$ cat src/rtl/rcw_pkg.sv
// ----------------------------------------------------------------------------
// rcw_pkg - colour wheel pixel generator shared definitions
// Types, codes and reset values used by the colour wheel datapath and top.
// ----------------------------------------------------------------------------
package rcw_pkg;

    localparam int unsigned CHAN_W  = 8;
    localparam int unsigned ROW_W   = 5;
    localparam int unsigned COL_W   = 4;
    localparam int unsigned PAT_W   = 2;
    localparam int unsigned CFG_IDX_W  = 1;
    localparam int unsigned CFG_DATA_W = 8;

    localparam logic [CHAN_W-1:0] CHAN_MAX = 8'd255;
    localparam logic [CHAN_W-1:0] CHAN_MIN = 8'd0;

    // request codes
    localparam logic REQ_FRAME = 1'b0;
    localparam logic REQ_PIXEL = 1'b1;

    // pattern codes
    localparam logic [PAT_W-1:0] PAT_UNIFORM = 2'd0;
    localparam logic [PAT_W-1:0] PAT_CASCADE = 2'd1;
    localparam logic [PAT_W-1:0] PAT_SINGLE  = 2'd2;

    // configuration register indexes
    localparam logic [CFG_IDX_W-1:0] CFG_STEP_SIZE = 1'b0;
    localparam logic [CFG_IDX_W-1:0] CFG_PATTERN   = 1'b1;

    localparam logic [CHAN_W-1:0] STEP_RESET    = 8'd10;
    localparam logic [PAT_W-1:0]  PATTERN_RESET = PAT_UNIFORM;

    typedef struct packed {
        logic [CHAN_W-1:0] red;
        logic [CHAN_W-1:0] green;
        logic [CHAN_W-1:0] blue;
    } t_color;

    localparam t_color COLOR_RESET = '{red: 8'd128, green: 8'd255, blue: 8'd0};

    typedef struct packed {
        logic             req_type;
        logic             in_matrix;
        logic [ROW_W-1:0] row;
        logic [COL_W-1:0] col;
    } t_req;

    typedef struct packed {
        t_color           color;
        logic             write_pixel;
        logic [ROW_W-1:0] row;
        logic [COL_W-1:0] col;
    } t_result;

endpackage

$ cat src/rtl/rcw_wheel_step.sv
// ----------------------------------------------------------------------------
// rcw_wheel_step - one colour wheel step
// Applies the first matching edge rule, moving one channel by the step with
// saturation at full scale or zero.
// ----------------------------------------------------------------------------
module rcw_wheel_step
    import rcw_pkg::*;
(
    input  t_color            i_color,
    input  logic [CHAN_W-1:0] i_step,
    output t_color            o_color
);

    logic [CHAN_W:0] up_red, up_green, up_blue;
    logic [CHAN_W-1:0] sat_up_red, sat_up_green, sat_up_blue;
    logic [CHAN_W-1:0] sat_dn_red, sat_dn_green, sat_dn_blue;

    assign up_red   = {1'b0, i_color.red}   + {1'b0, i_step};
    assign up_green = {1'b0, i_color.green} + {1'b0, i_step};
    assign up_blue  = {1'b0, i_color.blue}  + {1'b0, i_step};

    assign sat_up_red   = up_red[CHAN_W]   ? CHAN_MAX : up_red[CHAN_W-1:0];
    assign sat_up_green = up_green[CHAN_W] ? CHAN_MAX : up_green[CHAN_W-1:0];
    assign sat_up_blue  = up_blue[CHAN_W]  ? CHAN_MAX : up_blue[CHAN_W-1:0];

    assign sat_dn_red   = (i_color.red > i_step)   ? i_color.red - i_step   : CHAN_MIN;
    assign sat_dn_green = (i_color.green > i_step) ? i_color.green - i_step : CHAN_MIN;
    assign sat_dn_blue  = (i_color.blue > i_step)  ? i_color.blue - i_step  : CHAN_MIN;

    // rules are tried in order, first match wins
    always_comb begin
        o_color = i_color;
        priority if (i_color.blue == CHAN_MAX && i_color.green == CHAN_MIN
                     && i_color.red != CHAN_MAX) begin
            o_color.red = sat_up_red;
        end else if (i_color.green == CHAN_MAX && i_color.red != CHAN_MIN
                     && i_color.blue == CHAN_MIN) begin
            o_color.red = sat_dn_red;
        end else if (i_color.red == CHAN_MAX && i_color.blue == CHAN_MIN
                     && i_color.green != CHAN_MAX) begin
            o_color.green = sat_up_green;
        end else if (i_color.blue == CHAN_MAX && i_color.green != CHAN_MIN
                     && i_color.red == CHAN_MIN) begin
            o_color.green = sat_dn_green;
        end else if (i_color.green == CHAN_MAX && i_color.red == CHAN_MIN
                     && i_color.blue != CHAN_MAX) begin
            o_color.blue = sat_up_blue;
        end else if (i_color.red == CHAN_MAX && i_color.blue != CHAN_MIN
                     && i_color.green == CHAN_MIN) begin
            o_color.blue = sat_dn_blue;
        end else begin
            o_color = i_color;
        end
    end

endmodule

$ cat src/rtl/rcw_core.sv
// ----------------------------------------------------------------------------
// rcw_core - colour state and result selection
// Holds the base and working colours and forms one result per request.
// ----------------------------------------------------------------------------
module rcw_core
    import rcw_pkg::*;
(
    input  logic              i_clk,
    input  logic              i_rst_n,
    input  logic              i_accept,
    input  t_req              i_req,
    input  logic [CHAN_W-1:0] i_step_size,
    input  logic [PAT_W-1:0]  i_pattern,
    output t_result           o_result
);

    t_color r_base, n_base;
    t_color r_work, n_work;
    t_color base_step, base_step2, work_step;
    t_color sel_color;
    logic   sel_write;

    rcw_wheel_step u_base_step (
        .i_color (r_base),
        .i_step  (i_step_size),
        .o_color (base_step)
    );

    // frame write in single-pixel mode shows the new base stepped once more
    rcw_wheel_step u_base_step2 (
        .i_color (base_step),
        .i_step  (i_step_size),
        .o_color (base_step2)
    );

    rcw_wheel_step u_work_step (
        .i_color (r_work),
        .i_step  (i_step_size),
        .o_color (work_step)
    );

    always_comb begin
        n_base    = r_base;
        n_work    = r_work;
        sel_color = r_base;
        sel_write = 1'b0;
        if (i_req.req_type == REQ_FRAME) begin
            n_base    = base_step;
            n_work    = base_step;
            sel_color = base_step2;
            sel_write = (i_pattern == PAT_SINGLE) && i_req.in_matrix;
        end else if (i_req.in_matrix) begin
            if (i_pattern == PAT_UNIFORM) begin
                sel_write = 1'b1;
            end else if (i_pattern == PAT_CASCADE) begin
                n_work    = work_step;
                sel_color = work_step;
                sel_write = 1'b1;
            end
        end
    end

    always_ff @(posedge i_clk) begin
        if (!i_rst_n) begin
            r_base <= COLOR_RESET;
            r_work <= COLOR_RESET;
        end else if (i_accept) begin
            r_base <= n_base;
            r_work <= n_work;
        end
    end

    // drop every field of a result that writes nothing
    always_comb begin
        o_result = '0;
        if (sel_write) begin
            o_result.color       = sel_color;
            o_result.write_pixel = 1'b1;
            o_result.row         = i_req.row;
            o_result.col         = i_req.col;
        end
    end

endmodule

$ cat src/rtl/rainbow_color_wheel_pixel_generator.sv
// ----------------------------------------------------------------------------
// rainbow_color_wheel_pixel_generator - LED matrix colour wheel generator
// Frame and pixel requests in, one pixel write result out per request.
//
//   channel  | handshake               | payload
//   ---------+-------------------------+--------------------------------------
//   request  | i_in_valid / o_in_stall | i_req_type, i_pixel_row, i_pixel_col
//   result   | o_out_valid/i_out_stall | o_red_out .. o_col_out
//   config   | i_cfg_we                | i_cfg_idx, i_cfg_data
//
// One request per cycle unless stalled; its result is in the output register
// on the next cycle. The step, up to two chained wheel steps, is combinational.
// Synchronous active-low reset restores the start colour, step 10, uniform.
// Requests are stalled only while a result is held and the sink stalls.
// ----------------------------------------------------------------------------
module rainbow_color_wheel_pixel_generator
    import rcw_pkg::*;
#(
    parameter int ROWS = 20,
    parameter int COLS = 10
) (
    input  logic                  i_clk,
    input  logic                  i_rst_n,
    input  logic                  i_cfg_we,
    input  logic [CFG_IDX_W-1:0]  i_cfg_idx,
    input  logic [CFG_DATA_W-1:0] i_cfg_data,
    input  logic                  i_in_valid,
    output logic                  o_in_stall,
    input  logic                  i_req_type,
    input  logic [ROW_W-1:0]      i_pixel_row,
    input  logic [COL_W-1:0]      i_pixel_col,
    output logic                  o_out_valid,
    input  logic                  i_out_stall,
    output logic [CHAN_W-1:0]     o_red_out,
    output logic [CHAN_W-1:0]     o_green_out,
    output logic [CHAN_W-1:0]     o_blue_out,
    output logic                  o_write_pixel,
    output logic [ROW_W-1:0]      o_row_out,
    output logic [COL_W-1:0]      o_col_out
);

    logic [CHAN_W-1:0] r_step_size;
    logic [PAT_W-1:0]  r_pattern;
    logic              r_out_valid;
    t_result           r_out, n_out;
    t_req              req;
    logic              in_xfer;

    assign o_in_stall = r_out_valid && i_out_stall;
    assign in_xfer    = i_in_valid && !o_in_stall;

    assign req.req_type  = i_req_type;
    assign req.in_matrix = (32'(i_pixel_row) < 32'(ROWS)) && (32'(i_pixel_col) < 32'(COLS));
    assign req.row       = i_pixel_row;
    assign req.col       = i_pixel_col;

    always_ff @(posedge i_clk) begin
        if (!i_rst_n) begin
            r_step_size <= STEP_RESET;
            r_pattern   <= PATTERN_RESET;
        end else if (i_cfg_we) begin
            unique case (i_cfg_idx)
                CFG_STEP_SIZE: r_step_size <= i_cfg_data;
                CFG_PATTERN:   r_pattern   <= i_cfg_data[PAT_W-1:0];
                default:       r_step_size <= r_step_size;
            endcase
        end
    end

    rcw_core u_core (
        .i_clk       (i_clk),
        .i_rst_n     (i_rst_n),
        .i_accept    (in_xfer),
        .i_req       (req),
        .i_step_size (r_step_size),
        .i_pattern   (r_pattern),
        .o_result    (n_out)
    );

    // hold the result until the sink takes the transfer
    always_ff @(posedge i_clk) begin
        if (!i_rst_n) begin
            r_out_valid <= 1'b0;
        end else if (in_xfer) begin
            r_out_valid <= 1'b1;
        end else if (!i_out_stall) begin
            r_out_valid <= 1'b0;
        end
    end

    always_ff @(posedge i_clk) begin
        if (in_xfer) begin
            r_out <= n_out;
        end
    end

    assign o_out_valid   = r_out_valid;
    assign o_red_out     = r_out.color.red;
    assign o_green_out   = r_out.color.green;
    assign o_blue_out    = r_out.color.blue;
    assign o_write_pixel = r_out.write_pixel;
    assign o_row_out     = r_out.row;
    assign o_col_out     = r_out.col;

`ifndef SYNTHESIS
    a_accept_gives_result: assert property (@(posedge i_clk) disable iff (!i_rst_n)
        in_xfer |=> o_out_valid)
        else $error("accepted request produced no result");

    a_idle_result_zero: assert property (@(posedge i_clk) disable iff (!i_rst_n)
        (o_out_valid && !o_write_pixel) |->
        (o_red_out == '0 && o_green_out == '0 && o_blue_out == '0
         && o_row_out == '0 && o_col_out == '0))
        else $error("non-writing result carries non-zero fields");

    a_write_in_matrix: assert property (@(posedge i_clk) disable iff (!i_rst_n)
        (o_out_valid && o_write_pixel) |->
        (32'(o_row_out) < 32'(ROWS) && 32'(o_col_out) < 32'(COLS)))
        else $error("pixel write outside the matrix");

    a_frame_no_write: assert property (@(posedge i_clk) disable iff (!i_rst_n)
        (in_xfer && i_req_type == REQ_FRAME && r_pattern != PAT_SINGLE)
        |=> !o_write_pixel)
        else $error("frame request wrote a pixel outside single-pixel mode");
`endif

endmodule
$ cat config.mk
export PLATFORM = sky130hd
export DESIGN_NAME = rainbow_color_wheel_pixel_generator
export DESIGN_NICKNAME = d
export VERILOG_FILES = /design/src/rtl/rcw_pkg.sv /design/src/rtl/rcw_wheel_step.sv /design/src/rtl/rcw_core.sv /design/src/rtl/rainbow_color_wheel_pixel_generator.sv
export SDC_FILE = /design/constraint.sdc
export NUM_CORES = 1
export LEC_CHECK = 0
export BUFFER_PORTS_ARGS = -buffer_cell sky130_fd_sc_hd__buf_2
export CORE_ASPECT_RATIO = 1.4
export CORE_UTILIZATION = 39
export CTS_BUF_LIST = sky130_fd_sc_hd__clkbuf_16
export DETAILED_ROUTE_END_ITERATION = 8
export PLACE_DENSITY = 0.55
export SLEW_MARGIN = 20
export SYNTH_ARGS = -nofsm -noshare
export SYNTH_HDL_FRONTEND = slang
export SYNTH_SLANG_ARGS = --single-unit
$ cat constraint.sdc
create_clock -name i_clk -period 10.3 [get_ports i_clk]
set_input_delay 1.545 -clock i_clk [delete_from_list [all_inputs] [get_ports i_clk]]
set_output_delay 1.545 -clock i_clk [all_outputs]
set_load 0.005 [all_outputs]
Word-level counts from Yosys, hierarchy flattened
Index checks and enable logic that the tools add are counted.
W data, S select, Z words.
{"block": "op_classes", "eq_ne": 24, "muxes": 63, "n_reduce_logical": 64, "magnitude_cmp": 11, "add_sub_neg": 18, "bitwise_logic": 2}
{"op": "$mux W8", "n": 42}
{"op": "$mux W24", "n": 8}
{"op": "$mux W16", "n": 6}
{"op": "$add A8 B8 Y9", "n": 9}
{"op": "$eq A8 B8 Y1 const B", "n": 9}
{"op": "$gt A8 B8 Y1", "n": 9}
{"op": "$logic_not A8 Y1", "n": 9}
{"op": "$ne A8 B8 Y1 const B", "n": 9}
{"op": "$reduce_bool A8 Y1", "n": 9}
{"op": "$sub A8 B8 Y8", "n": 9}
{"op": "$logic_and A1 B1 Y1", "n": 40}
{"op": "$mux W10", "n": 1}
{"op": "$mux W1", "n": 6}
{"op": "$ne A2 B1 Y1 const B", "n": 3}
{"op": "$reduce_and A2 Y1", "n": 3}
{"op": "$lt A5 B5 Y1 const B", "n": 1}
{"op": "$lt A4 B4 Y1 const B", "n": 1}
{"op": "$reduce_and A4 Y1", "n": 1}
{"op": "$eq A2 B1 Y1 const B", "n": 1}
{"op": "$eq A2 B2 Y1 const B", "n": 1}
{"op": "$logic_not A2 Y1", "n": 1}
{"op": "$ne A2 B2 Y1 const B", "n": 1}
{"op": "$not A1 Y1", "n": 2}
{"op": "$logic_not A1 Y1", "n": 1}
{"block": "totals", "register_bits": 93, "out_inout_bits": 36}

Longest topological paths before layout
Gate-level depths: netlist of the first run.
{"block": "depth", "depth_word": 19, "depth_mapped": 24}

Modules after synthesis
A second synthesis of the first run with hierarchy kept.
{"block": "hier_totals", "cells_unflattened": 1609, "area_unflattened_um2": 12894.9}
{"mod": "rcw_wheel_step at u_core.u_work_step", "cells_each": 410, "area_per_inst_um2": 2931.6, "instances": 1, "seq_area_each_um2": 0.0}
{"mod": "rcw_core", "cells_each": 326, "area_per_inst_um2": 2894.0, "instances": 1, "seq_area_each_um2": 960.9}
{"mod": "rcw_wheel_step at u_core.u_base_step", "cells_each": 401, "area_per_inst_um2": 2802.7, "instances": 1, "seq_area_each_um2": 0.0}
{"mod": "rcw_wheel_step at u_core.u_base_step2", "cells_each": 387, "area_per_inst_um2": 2767.7, "instances": 1, "seq_area_each_um2": 0.0}
{"mod": "rainbow_color_wheel_pixel_generator", "cells_each": 85, "area_per_inst_um2": 1498.9, "instances": 1, "seq_area_each_um2": 1241.2}

Least setup slack after synthesis of the first run
OpenSTA, ideal clock, no wires.
{"block": "synth_path", "kind": "flip-flop to flip-flop", "start": "reg r_step_size[1]", "end": "reg r_out (netlist bit o_red_out[3]), data pin", "synth_period_minus_slack_ns": 5.563, "path_buffers": 1, "arrival_ns": 5.292, "setup_time_ns": 0.270, "stages_incl_launch_ff": 20, "slack_ns": 4.737, "path_cell_list": "dfxtp_1 -> inv_1 -> fa_1 -> nor3_1 -> nor3_1 -> a211oi_1 -> a211oi_1 -> a211oi_2 -> ha_1 -> clkbuf_1 -> a21o_1 -> a21oi_1 -> o21bai_1 -> a21oi_1 -> nor2b_1 -> o21a_1 -> o22a_1 -> and4b_1 -> o311ai_0 -> a21oi_1"}
{"item": "from (decl)", "line_no": "rainbow_color_wheel_pixel_generator.sv:42", "text": "logic [CHAN_W-1:0] r_step_size;"}
{"item": "from (signal assigned)", "line_no": "rainbow_color_wheel_pixel_generator.sv:63", "text": "CFG_STEP_SIZE: r_step_size <= i_cfg_data;"}
{"item": "from (signal assigned)", "line_no": "rainbow_color_wheel_pixel_generator.sv:65", "text": "default: r_step_size <= r_step_size;"}
{"item": "to (signal assigned)", "line_no": "rainbow_color_wheel_pixel_generator.sv:93", "text": "r_out <= n_out;"}
{"item": "to (decl)", "line_no": "rainbow_color_wheel_pixel_generator.sv:45", "text": "t_result r_out, n_out;"}

==> out/results.tsv, run 1 <==
stage	metric	value	unit
clock_network	clockBufferDepth	2	
yosys	yosys_register_bits	93	
flow_run	maxCapViolations	0	
floorplan	dieWidth	153	um
placed_design	routabilityCongestion	1.00	
clock_network	htree_levels	3	
sta	hold_slack	0.511	ns
pwr	power	1.41	mW
global_routing	grt_pass1_vias	11900	
clock_network	cts_setup_buffers	0	
sta	rsz0062_at_grt	false	
route	via_count	12600	
sta	setup_slack	3.78	ns
yosys	synth_seq_area_share	17.8	%
setup_path	worst_setup_path_start_kind	flop	
setup_path	path_max_fanout	12	
clock_network	numCtsBuffers	9	
route	dr.pass1.iters	9	
global_routing	antenna_found_initial	0	
yosys	synth_cell_type_count	87	
yosys	synth_nets	1831	
worst_hold_path	hold_path_class	flop to flop	
route	routed_via_density	6.13	
sta	period_needed	6.52	ns
floorplan	rows	76	
yosys	synth_ff_type	dfxtp_1	
setup_path	cp_slowest_cell	nor4b_2	
global_routing	grt_max_degree	53	
yosys	netlist_area	0.0124	mm2
clock_network	cts_resized	0	
setup_path	cp_cell_sequence	buf_4 -> inv_1 -> buf_4 -> ha_1 -> nand4_1 -> a211o_1 -> a21oi_1 -> a31oi_1 -> a21oi_1 -> o21a_1 -> ha_1 -> o21bai_1 -> a21oi_1 -> nor2_1 -> or2_2 -> a21oi_1 -> o21bai_1 -> a21oi_1 -> nor4b_2 -> a22oi_1 -> a211oi_1 -> o22ai_1	
run_status	status	complete, but fails checks	
setup_path	crit_buf_inv	3	
setup_path	cpMostUsedCell	a21oi_1	
pwr	p_leak	5.64	nW
clock_network	postCtsHoldBufs	0	
clock_network	clock_latency	0.38	ns
sta	finalSetupViolations	0	
clock_network	cts_tree	done	
route	drt-total-wl	46600	um
placed_design	dpl.hpwl	35100	um
floorplan	core	0.0310	mm2
clock_network	clk_pin_slew_worst_paths	0.07	ns
sta	fmaxAchievable	0.153	GHz
sta	max_slew_margin	26.6	%
setup_path	cp-end-kind	flop	
global_routing	grtUsageTotal	28.5	%
sta	slew_violations	0	
cells_and_area	drive_above_1_share	8.44	%
floorplan	fp.dieH	213	um
global_routing	grt_pass1_wl	70600	um
cells_and_area	syn_to_final_growth	7.97	%
cells_and_area	final_cell_mix	a21oi_1 (186), nand2_1 (154), ha_1 (146)	
setup_path	arrival	6.64	ns
yosys	yosys_warnings	0	
setup_path	slowest_delay	0.64	ns
sta	setup_tns	0	ns
pwr	powerDensity	105	mW/mm2
cells_and_area	num-fill-cells	3182	
clock_network	cts.sinks	93	
yosys	synth.area.top_cells	ha_1 (15%), dfxtp_1 (9.5%), edfxtp_1 (8.3%)	
cells_and_area	mostFrequentLayoutCell	a21oi_1	
pwr	irDropWorstVdd	0.0924	mV
sta	worst_pin_slew	1.10	ns
setup_path	cp.required	10.42	ns
worst_hold_path	hold_path.startpoint	r_pattern[0]	
sta	clock-skew-final	0.0115	ns
sta	min_period_over_period	63.3	%
clock_network	root_buffer	clkbuf_16	
cells_and_area	fin_nets	1854	
route	final_antenna_net_count	0	
yosys	postSynthCellCount	1643	
cells_and_area	postLayoutCellArea	0.0134	mm2
global_routing	grt_overflow	0	
setup_path	critPathKind	flop to flop	
route	wl_per_cell	22.6	um
cells_and_area	insertedDiodeCount	0	
placed_design	place_ws	3.95	ns
yosys	synth-edff-count	34	
yosys	async_reset_ff_share	0	%
setup_path	path_delay_family	compound AO/OA/AOI/OAI gates	
placed_design	io_buffers	59	
yosys	synth_largest_area_cell	ha_1	
placed_design	dpl_cell_area	0.0131	mm2
yosys	synth.avg_cell_area	7.53	um2
floorplan	initial_core_util	39.9	%
run_status	violations	design-rule violations	
setup_path	r2r-start	r_step_size[5]	
route	drcViolationCount	5	
setup_path	critPathLaunch	r_step_size[5]	
floorplan	ios	60	
route	dr.first_iter.drc_count	954	
yosys	synth_top_cell_area_share	14.8	%
sta	final-hold-violation-count	0	
floorplan	die-area	0.0324	mm2
## cell usage after synthesis, types with 31 or more instances
master	instances
clkbuf_1	61
edfxtp_1	34
xnor2_1	45
a21oi_1	186
nor3_1	32
o21ai_0	82
ha_1	146
dfxtp_1	59
o211ai_1	31
nand3_1	48
nand2_1	154
nor2_1	116
inv_1	125
## report_power, final
part | switching [mW] | leakage [nW] | internal, mW | total [mW]
combinational | 0.405 | 4.68 | 0.240 | 0.645
clock | 0.168 | 0.133 | 0.166 | 0.334
sequential | 0.0270 | 0.826 | 0.403 | 0.430
## tightest hold or removal path: cells and delay by family (launching register included)
family	cells	cell delay, ns
compound gates	1	0.06
flops	1	0.34
simple gates	1	0.07
## per-layer routing
layer  GRT usage, %  vias up  part of all wire, %
met2           49.6      464                   48
met5              0        -                    0
met4           15.8        0                  5.3
li1               -     6098                    -
met1           34.5     5940                   42
met3           2.94      127                  5.4
## path summary, 6_finish.rpt
kind	endpoint	slack (ns)	cells past startpoint
worst max-delay path	o_blue_out[5]	3.78	22
worst min-delay path	r_pattern[0]	0.51	2
worst max register to register	o_blue_out[5]	3.78	22
worst min register to register	r_pattern[0]	0.51	2
## cell families (layout without fill, tap and decap cells)
logic type / count (synthesis) / count (layout) / share of synthesized area (%)
fa+ha+maj: 164 / 164 / 17.7
simple gates: 559 / 559 / 23.1
buf+inv: 197 / 225 / 6.03
xor+xnor: 57 / 57 / 4.04
compound gates: 551 / 551 / 29.5
flops: 93 / 93 / 17.8
mux: 22 / 22 / 1.81
## layout make-up
| type | instances | area, um2 | share of cell area [%] |
|---|---|---|---|
| inverters | 125 | 469 | 3.51 |
| clock buffers | 9 | 225 | 1.69 |
| multi-input cells | 1353 | 9440 | 70.7 |
| flip-flops and latches | 93 | 2200 | 16.5 |
| clock inverters | 7 | 51.3 | 0.384 |
| well taps | 390 | 488 | 3.65 |
| repair buffers | 84 | 483 | 3.62 |
## flip-flops by register name, summed over array words and instances, names as in the netlist
| name | count |
|---|---|
| o_blue_out | 8 |
| o_col_out | 4 |
| o_green_out | 8 |
| o_out_valid | 1 |
| o_red_out | 8 |
| o_row_out | 5 |
| o_write_pixel | 1 |
| r_pattern | 2 |
| r_step_size | 8 |
| u_core.r_base | 24 |
| u_core.r_work | 24 |
## through the flow
step | std cells | utilization [%]
6_report | 2061 | 43.1
5_1_grt | 2061 | 43.1
4_1_cts | 2061 | 43.1
3_3_place_gp | 2045 | 42.2
2_1_floorplan | 1643 | -
3_5_place_dp | 2045 | 42.2
(Power assumes the default switching activity.)
==> run 2: changes to the inputs <==
--- a/config.mk
+++ b/config.mk
@@ -5,6 +5,7 @@
 export SDC_FILE = /design/constraint.sdc
 export NUM_CORES = 1
 export LEC_CHECK = 0
+export ABC_AREA = 1
 export BUFFER_PORTS_ARGS = -buffer_cell sky130_fd_sc_hd__buf_2
 export CORE_ASPECT_RATIO = 1.4
 export CORE_UTILIZATION = 39
==> constraint.sdc (replaced) <==
create_clock -name i_clk -period 6.3 [get_ports i_clk]
set_input_delay 0.945 -clock i_clk [delete_from_list [all_inputs] [get_ports i_clk]]
set_output_delay 0.945 -clock i_clk [all_outputs]
set_load 0.005 [all_outputs]
==> run 2 against run 1 <==
First-iteration DRC count rose by 7.2%; worst setup slack got worse by 2.7 ns; via count rose by 10%; routed wire length rose by 7.0%; the flow now finishes without violations; highest routed layer unchanged; final cell count rose by 25%; synthesized area rose by 4.8%; critical path type unchanged; critical endpoint is now o_green_out[2]; synthesized cell count rose by 27%; cell area rose by 5.8%; power rose by 83%; largest cell class unchanged; hold slack got worse by 0.030 ns; critical path depth rose by 6.
==> out/results.tsv, run 2 <==
stage	metric	value	unit
setup_path	path_max_fanout	13	
sta	clock-skew-final	0.0121	ns
route	drcViolationCount	0	
route	dr.pass1.iters	6	
yosys	synth_common_cells	nand2_1 (565), inv_1 (309), a21oi_1 (185), nand3_1 (162), ha_1 (146)	
cells_and_area	drive_above_1_share	8.35	%
floorplan	core	0.0326	mm2
sta	period_needed	5.25	ns
cells_and_area	reg_top3	u_core.r_base: 24 flops, u_core.r_work: 24 flops	
placed_design	dpl.hpwl	38700	um
yosys	synth_top_cell_area_share	16.4	%
setup_path	cp_slowest_cell	dfxtp_1	
flow_run	maxCapViolations	0	
route	routed_via_density	5.42	
clock_network	cts_tree	done	
setup_path	slowest_delay	0.93	ns
sta	finalSetupViolations	0	
cells_and_area	postLayoutCellArea	0.0141	mm2
yosys	synth_seq_area_share	17.0	%
sta	setup_tns	0	ns
global_routing	grt_pass1_vias	13600	
yosys	async_reset_ff_share	0	%
placed_design	place_ws	1.15	ns
cells_and_area	fin_cells	2571	
sta	rsz0062_at_grt	false	
setup_path	arrival	5.49	ns
cells_and_area	syn_to_final_growth	8.99	%
yosys	synth_ff_type	dfxtp_1	
placed_design	dp_cells	2555	
setup_path	critPathKind	flop to flop	
clock_network	clock_latency	0.38	ns
floorplan	fp.dieH	218	um
setup_path	worst_setup_path_start_kind	flop	
cells_and_area	mostFrequentLayoutCell	nand2_1	
yosys	synth_cell_type_count	55	
clock_network	cts_resized	0	
yosys	synth_nets	2267	
clock_network	postCtsHoldBufs	0	
yosys	yosys_warnings	0	
sta	final-hold-violation-count	0	
route	via_count	13900	
cells_and_area	insertedDiodeCount	0	
setup_path	cp.required	6.55	ns
clock_network	cts.sinks	93	
global_routing	grt_max_degree	47	
setup_path	crit_buf_inv	4	
setup_path	cpMostUsedCell	nand2_1	
yosys	yosys_register_bits	93	
clock_network	clockBufferDepth	2	
clock_network	cts_setup_buffers	0	
floorplan	initial_core_util	39.8	%
pwr	power	2.58	mW
sta	max_slew_margin	34.8	%
yosys	synth.avg_cell_area	6.24	um2
yosys	postSynthCellCount	2079	
floorplan	die-area	0.0340	mm2
floorplan	rows	78	
yosys	synth-edff-count	34	
placed_design	dpl_cell_area	0.0138	mm2
yosys	netlist_area	0.0130	mm2
setup_path	path_delay_family	simple AND/OR/NAND/NOR gates	
sta	hold_slack	0.481	ns
run_status	status	finished, final reports clean	
clock_network	numCtsBuffers	9	
route	dr.first_iter.drc_count	1023	
sta	setup_slack	1.05	ns
placed_design	io_buffers	59	
pwr	irDropWorstVdd	0.145	mV
setup_path	cp-end-kind	flop	
pwr	p_leak	7.39	nW
global_routing	grt_overflow	0	
sta	min_period_over_period	83.3	%
cells_and_area	fin_util	43.4	%
clock_network	root_buffer	clkbuf_16	
yosys	synth.area.top_cells	nand2_1 (16%), ha_1 (14%), dfxtp_1 (9.1%)	
global_routing	grtUsageTotal	29.7	%
route	wl_per_cell	19.4	um
sta	worst_pin_slew	0.977	ns
placed_design	routabilityCongestion	0.968	
global_routing	grt_pass1_wl	76500	um
yosys	yosys.cell_count.top_type	nand2_1	
sta	slew_violations	0	
route	final_antenna_net_count	0	
yosys	synth_largest_area_cell	nand2_1	
cells_and_area	fin_nets	2314	
global_routing	antenna_found_initial	0	
sta	fmaxAchievable	0.191	GHz
cells_and_area	final_cell_mix	nand2_1 (565), inv_1 (310), a21oi_1 (185)	
route	drt-total-wl	49800	um
pwr	powerDensity	182	mW/mm2
clock_network	clk_pin_slew_worst_paths	0.08	ns
floorplan	ios	60	
worst_hold_path	hold_path_class	flop to flop	
floorplan	dieWidth	156	um
clock_network	htree_levels	3	
run 2: changes by cell type in the layout (fill, tap and decap cells not counted), moves of 33 or more:
cell / delta
inv_1: +185
xor2_1: +33
xnor2_1: -41
nand3_1: +114
o21ai_0: +41
nand2_1: +411
run 2: tightest hold or removal path: stages (launching register included):
cell and delay (ns):
dfxtp_1 0.30, inv_1 0.07, a21oi_1 0.06
run 2: final timing paths:
check | from | to | slack (ns) | depth (start not counted)
min | r_pattern[0] | r_pattern[0] | 0.48 | 2
min reg2reg | r_pattern[0] | r_pattern[0] | 0.48 | 2
max | r_step_size[0] | o_green_out[2] | 1.05 | 28
max reg2reg | r_step_size[0] | o_green_out[2] | 1.05 | 28
run 2: final cells by class:
| cell class | instances | area, um2 |
|---|---|---|
| multi-input combinational | 1620 | 9370 |
| tap | 440 | 551 |
| clock buffer | 9 | 225 |
| clock inverter | 7 | 98.8 |
| fill | 3609 | 18500 |
| inverter | 317 | 1190 |
| sequential | 93 | 2200 |
| timing repair buffer | 85 | 503 |
run 2: logic make-up after synthesis:
| family | after synthesis | synth area share (%) |
|---|---|---|
| AO/OA/AOI/OAI | 385 | 16.2 |
| XOR/XNOR | 49 | 3.31 |
| adder cells (fa/ha/maj) | 164 | 16.9 |
| buffers and inverters | 366 | 10.9 |
| flip-flops | 93 | 17.0 |
| AND/OR/NAND/NOR | 1022 | 35.8 |
run 2: power breakdown:
| part | leakage (nW) | internal, mW | switching, mW |
|---|---|---|---|
| logic | 6.40 | 0.393 | 0.832 |
| registers | 0.830 | 0.664 | 0.0565 |
| clock network | 0.162 | 0.351 | 0.281 |
| total | 7.39 | 1.41 | 1.17 |
run 2: per-layer routing:
layer / track usage, % / share of wire, %
met2: 51.6 / 48
met1: 35.2 / 41
met3: 3.66 / 4.9
met5: 0 / 0
met4: 16.7 / 5.4
==> run 3: changes to the inputs <==
--- a/config.mk
+++ b/config.mk
@@ -5,7 +5,7 @@
 export SDC_FILE = /design/constraint.sdc
 export NUM_CORES = 1
 export LEC_CHECK = 0
-export ABC_AREA = 1
+export ABC_AREA = 0
 export BUFFER_PORTS_ARGS = -buffer_cell sky130_fd_sc_hd__buf_2
 export CORE_ASPECT_RATIO = 1.4
 export CORE_UTILIZATION = 39
==> constraint.sdc (replaced) <==
create_clock -name i_clk -period 5.3 [get_ports i_clk]
set_input_delay 0.795 -clock i_clk [delete_from_list [all_inputs] [get_ports i_clk]]
set_output_delay 0.795 -clock i_clk [all_outputs]
set_load 0.005 [all_outputs]
==> run 3 against run 2 <==
The flow now finishes with violations (design-rule violations); non-clock buffer count up 102; critical path depth down 6; maximum frequency up 2.0%; flip-flop and latch count unchanged; final cell count down 16%; first-iteration DRC count down 15%; via count down 4.7%; power up 16%; clock skew down 0.00076 ns; clock-buffer cell count up 1; critical path type unchanged; critical endpoint is now o_blue_out[7]; largest cell class unchanged.
==> out/results.tsv, run 3 (synthesized netlist as in run 1, its figures left out) <==
stage	metric	value	unit
pwr	irDropWorstVdd	0.167	mV
clock_network	numCtsBuffers	9	
global_routing	grt_pass1_wl	78700	um
sta	clock-skew-final	0.0113	ns
setup_path	cp.required	5.42	ns
route	via_count	13300	
setup_path	arrival	5.26	ns
run_status	status	complete, but fails checks	
pwr	power	2.98	mW
route	wl_per_cell	23.8	um
global_routing	antenna_found_initial	0	
pwr	p_leak	6.19	nW
global_routing	grt_overflow	0	
cells_and_area	regArea	0.00221	mm2
sta	fmaxAchievable	0.194	GHz
clock_network	postCtsHoldBufs	0	
placed_design	io_buffers	59	
placed_design	dpl.hpwl	40700	um
flow_run	maxCapViolations	0	
clock_network	root_buffer	clkbuf_16	
route	routed_via_density	6.14	
cells_and_area	multi_input_area	0.00954	mm2
sta	max_slew_margin	24.3	%
sta	slew_violations	0	
floorplan	dieWidth	153	um
cells_and_area	final_cell_mix	a21oi_1 (181), nand2_1 (154), ha_1 (139)	
floorplan	core	0.0310	mm2
route	final_antenna_net_count	0	
setup_path	cp-end-kind	flop	
route	drcViolationCount	6	
cells_and_area	insertedDiodeCount	0	
sta	period_needed	5.14	ns
route	dr.pass1.iters	7	
worst_hold_path	hold_path_class	flop to flop	
cells_and_area	postLayoutCellArea	0.0143	mm2
clock_network	cts.sinks	93	
cells_and_area	fin_nets	1957	
clock_network	clockBufferDepth	2	
floorplan	fp.dieH	213	um
clock_network	htree_levels	3	
setup_path	worst_setup_path_start_kind	flop	
setup_path	path_max_fanout	11	
sta	worst_pin_slew	1.13	ns
route	dr.first_iter.drc_count	866	
sta	min_period_over_period	97.1	%
cells_and_area	syn_to_final_growth	15.9	%
sta	finalSetupViolations	0	
cells_and_area	reg_top3	u_core.r_base: 24 flops, u_core.r_work: 24 flops	
clock_network	clk_pin_slew_worst_paths	0.08	ns
placed_design	dpl_cell_area	0.0138	mm2
floorplan	initial_core_util	39.9	%
cells_and_area	num-fill-cells	3171	
setup_path	critPathKind	flop to flop	
sta	final-hold-violation-count	0	
cells_and_area	drive_above_1_share	15.3	%
sta	setup_tns	0	ns
floorplan	rows	76	
cells_and_area	fin_util	46.2	%
floorplan	die-area	0.0324	mm2
global_routing	grt_max_degree	63	
pwr	powerDensity	208	mW/mm2
placed_design	routabilityCongestion	1.00	
route	drt-total-wl	51600	um
run_status	violations	design-rule violations	
global_routing	grtUsageTotal	32.1	%
cells_and_area	mostFrequentLayoutCell	a21oi_1	
clock_network	cts_tree	done	
global_routing	grt_pass1_vias	13200	
floorplan	ios	60	
clock_network	clock_latency	0.38	ns
[run 3: cell types whose count changed in the layout (fill, tap and decap cells not counted), sizes merged, moves of 41 or more]
| cell | delta |
|---|---|
| nand3 | -125 |
| xnor2 | +41 |
| nor2 | -47 |
| buf | +102 |
| o21ai | -52 |
| nand2 | -423 |
| inv | -196 |
[run 3: power breakdown]
group	switching, mW	total (mW)	internal [mW]
clock	0.347	0.749	0.402
combinational	0.844	1.40	0.553
sequential	0.0521	0.835	0.783
total	1.24	2.98	1.74
[run 3: timing repair]
item                                    4_1_cts  5_1_grt
buffers inserted                              0        6
endpoints found under the setup margin        5       24
pin swaps                                     0        3
resized for setup                             2       27
[run 3: through the flow]
step | hold slack (ns) | setup slack (ns) | std cells
after global placement | 0.494 | -0.101 | 2142
after global routing | 0.535 | -0.0228 | 2164
final | 0.514 | 0.156 | 2164
after floorplan | 0.458 | 0.0931 | 1643
after detailed placement | 0.500 | -0.0362 | 2142
after CTS | 0.513 | 0.00396 | 2158
[run 3: cell type report]
type / count / share of cell area [%]
clock buffer: 10 / 1.75
clock inverter: 6 / 0.515
inverter: 125 / 3.35
multi-input combinational: 1353 / 66.5
sequential: 93 / 15.4
tap: 390 / 3.40
timing repair buffer: 187 / 9.02
[run 3: final timing paths]
| path | start | to | slack, ns | depth (start not counted) |
|---|---|---|---|---|
| setup / recovery | r_step_size[6] | o_blue_out[7] | 0.16 | 22 |
| hold / removal | r_pattern[0] | r_pattern[0] | 0.51 | 2 |
| setup reg to reg | r_step_size[6] | o_blue_out[7] | 0.16 | 22 |
| hold reg to reg | r_pattern[0] | r_pattern[0] | 0.51 | 2 |
[run 3: critical path, cell delays in order, from the launching register on]
cell and delay, ns:
dfxtp_1 0.32, inv_1 0.46, ha_2 0.46, o21a_1 0.21, a21oi_1 0.23, a21oi_2 0.12, buf_4 0.17, a21oi_1 0.19
a211oi_1 0.08, buf_4 0.20, fa_1 0.38, nor2b_1 0.16, o21ai_0 0.16, nand2b_1 0.13, a21oi_1 0.19, o21bai_1 0.11
a21oi_1 0.15, o21bai_1 0.12, buf_4 0.16, and2_1 0.16, and2_1 0.20, a221oi_1 0.37, o22ai_1 0.14
[run 3: per-layer routing]
layer	wire length, um	part of all wire (%)	global-route usage (%)
met5	0	0	0
met4	2780	5.4	18.4
met3	2810	5.5	3.94
met2	25100	49	56.3
met1	20900	40	37.9
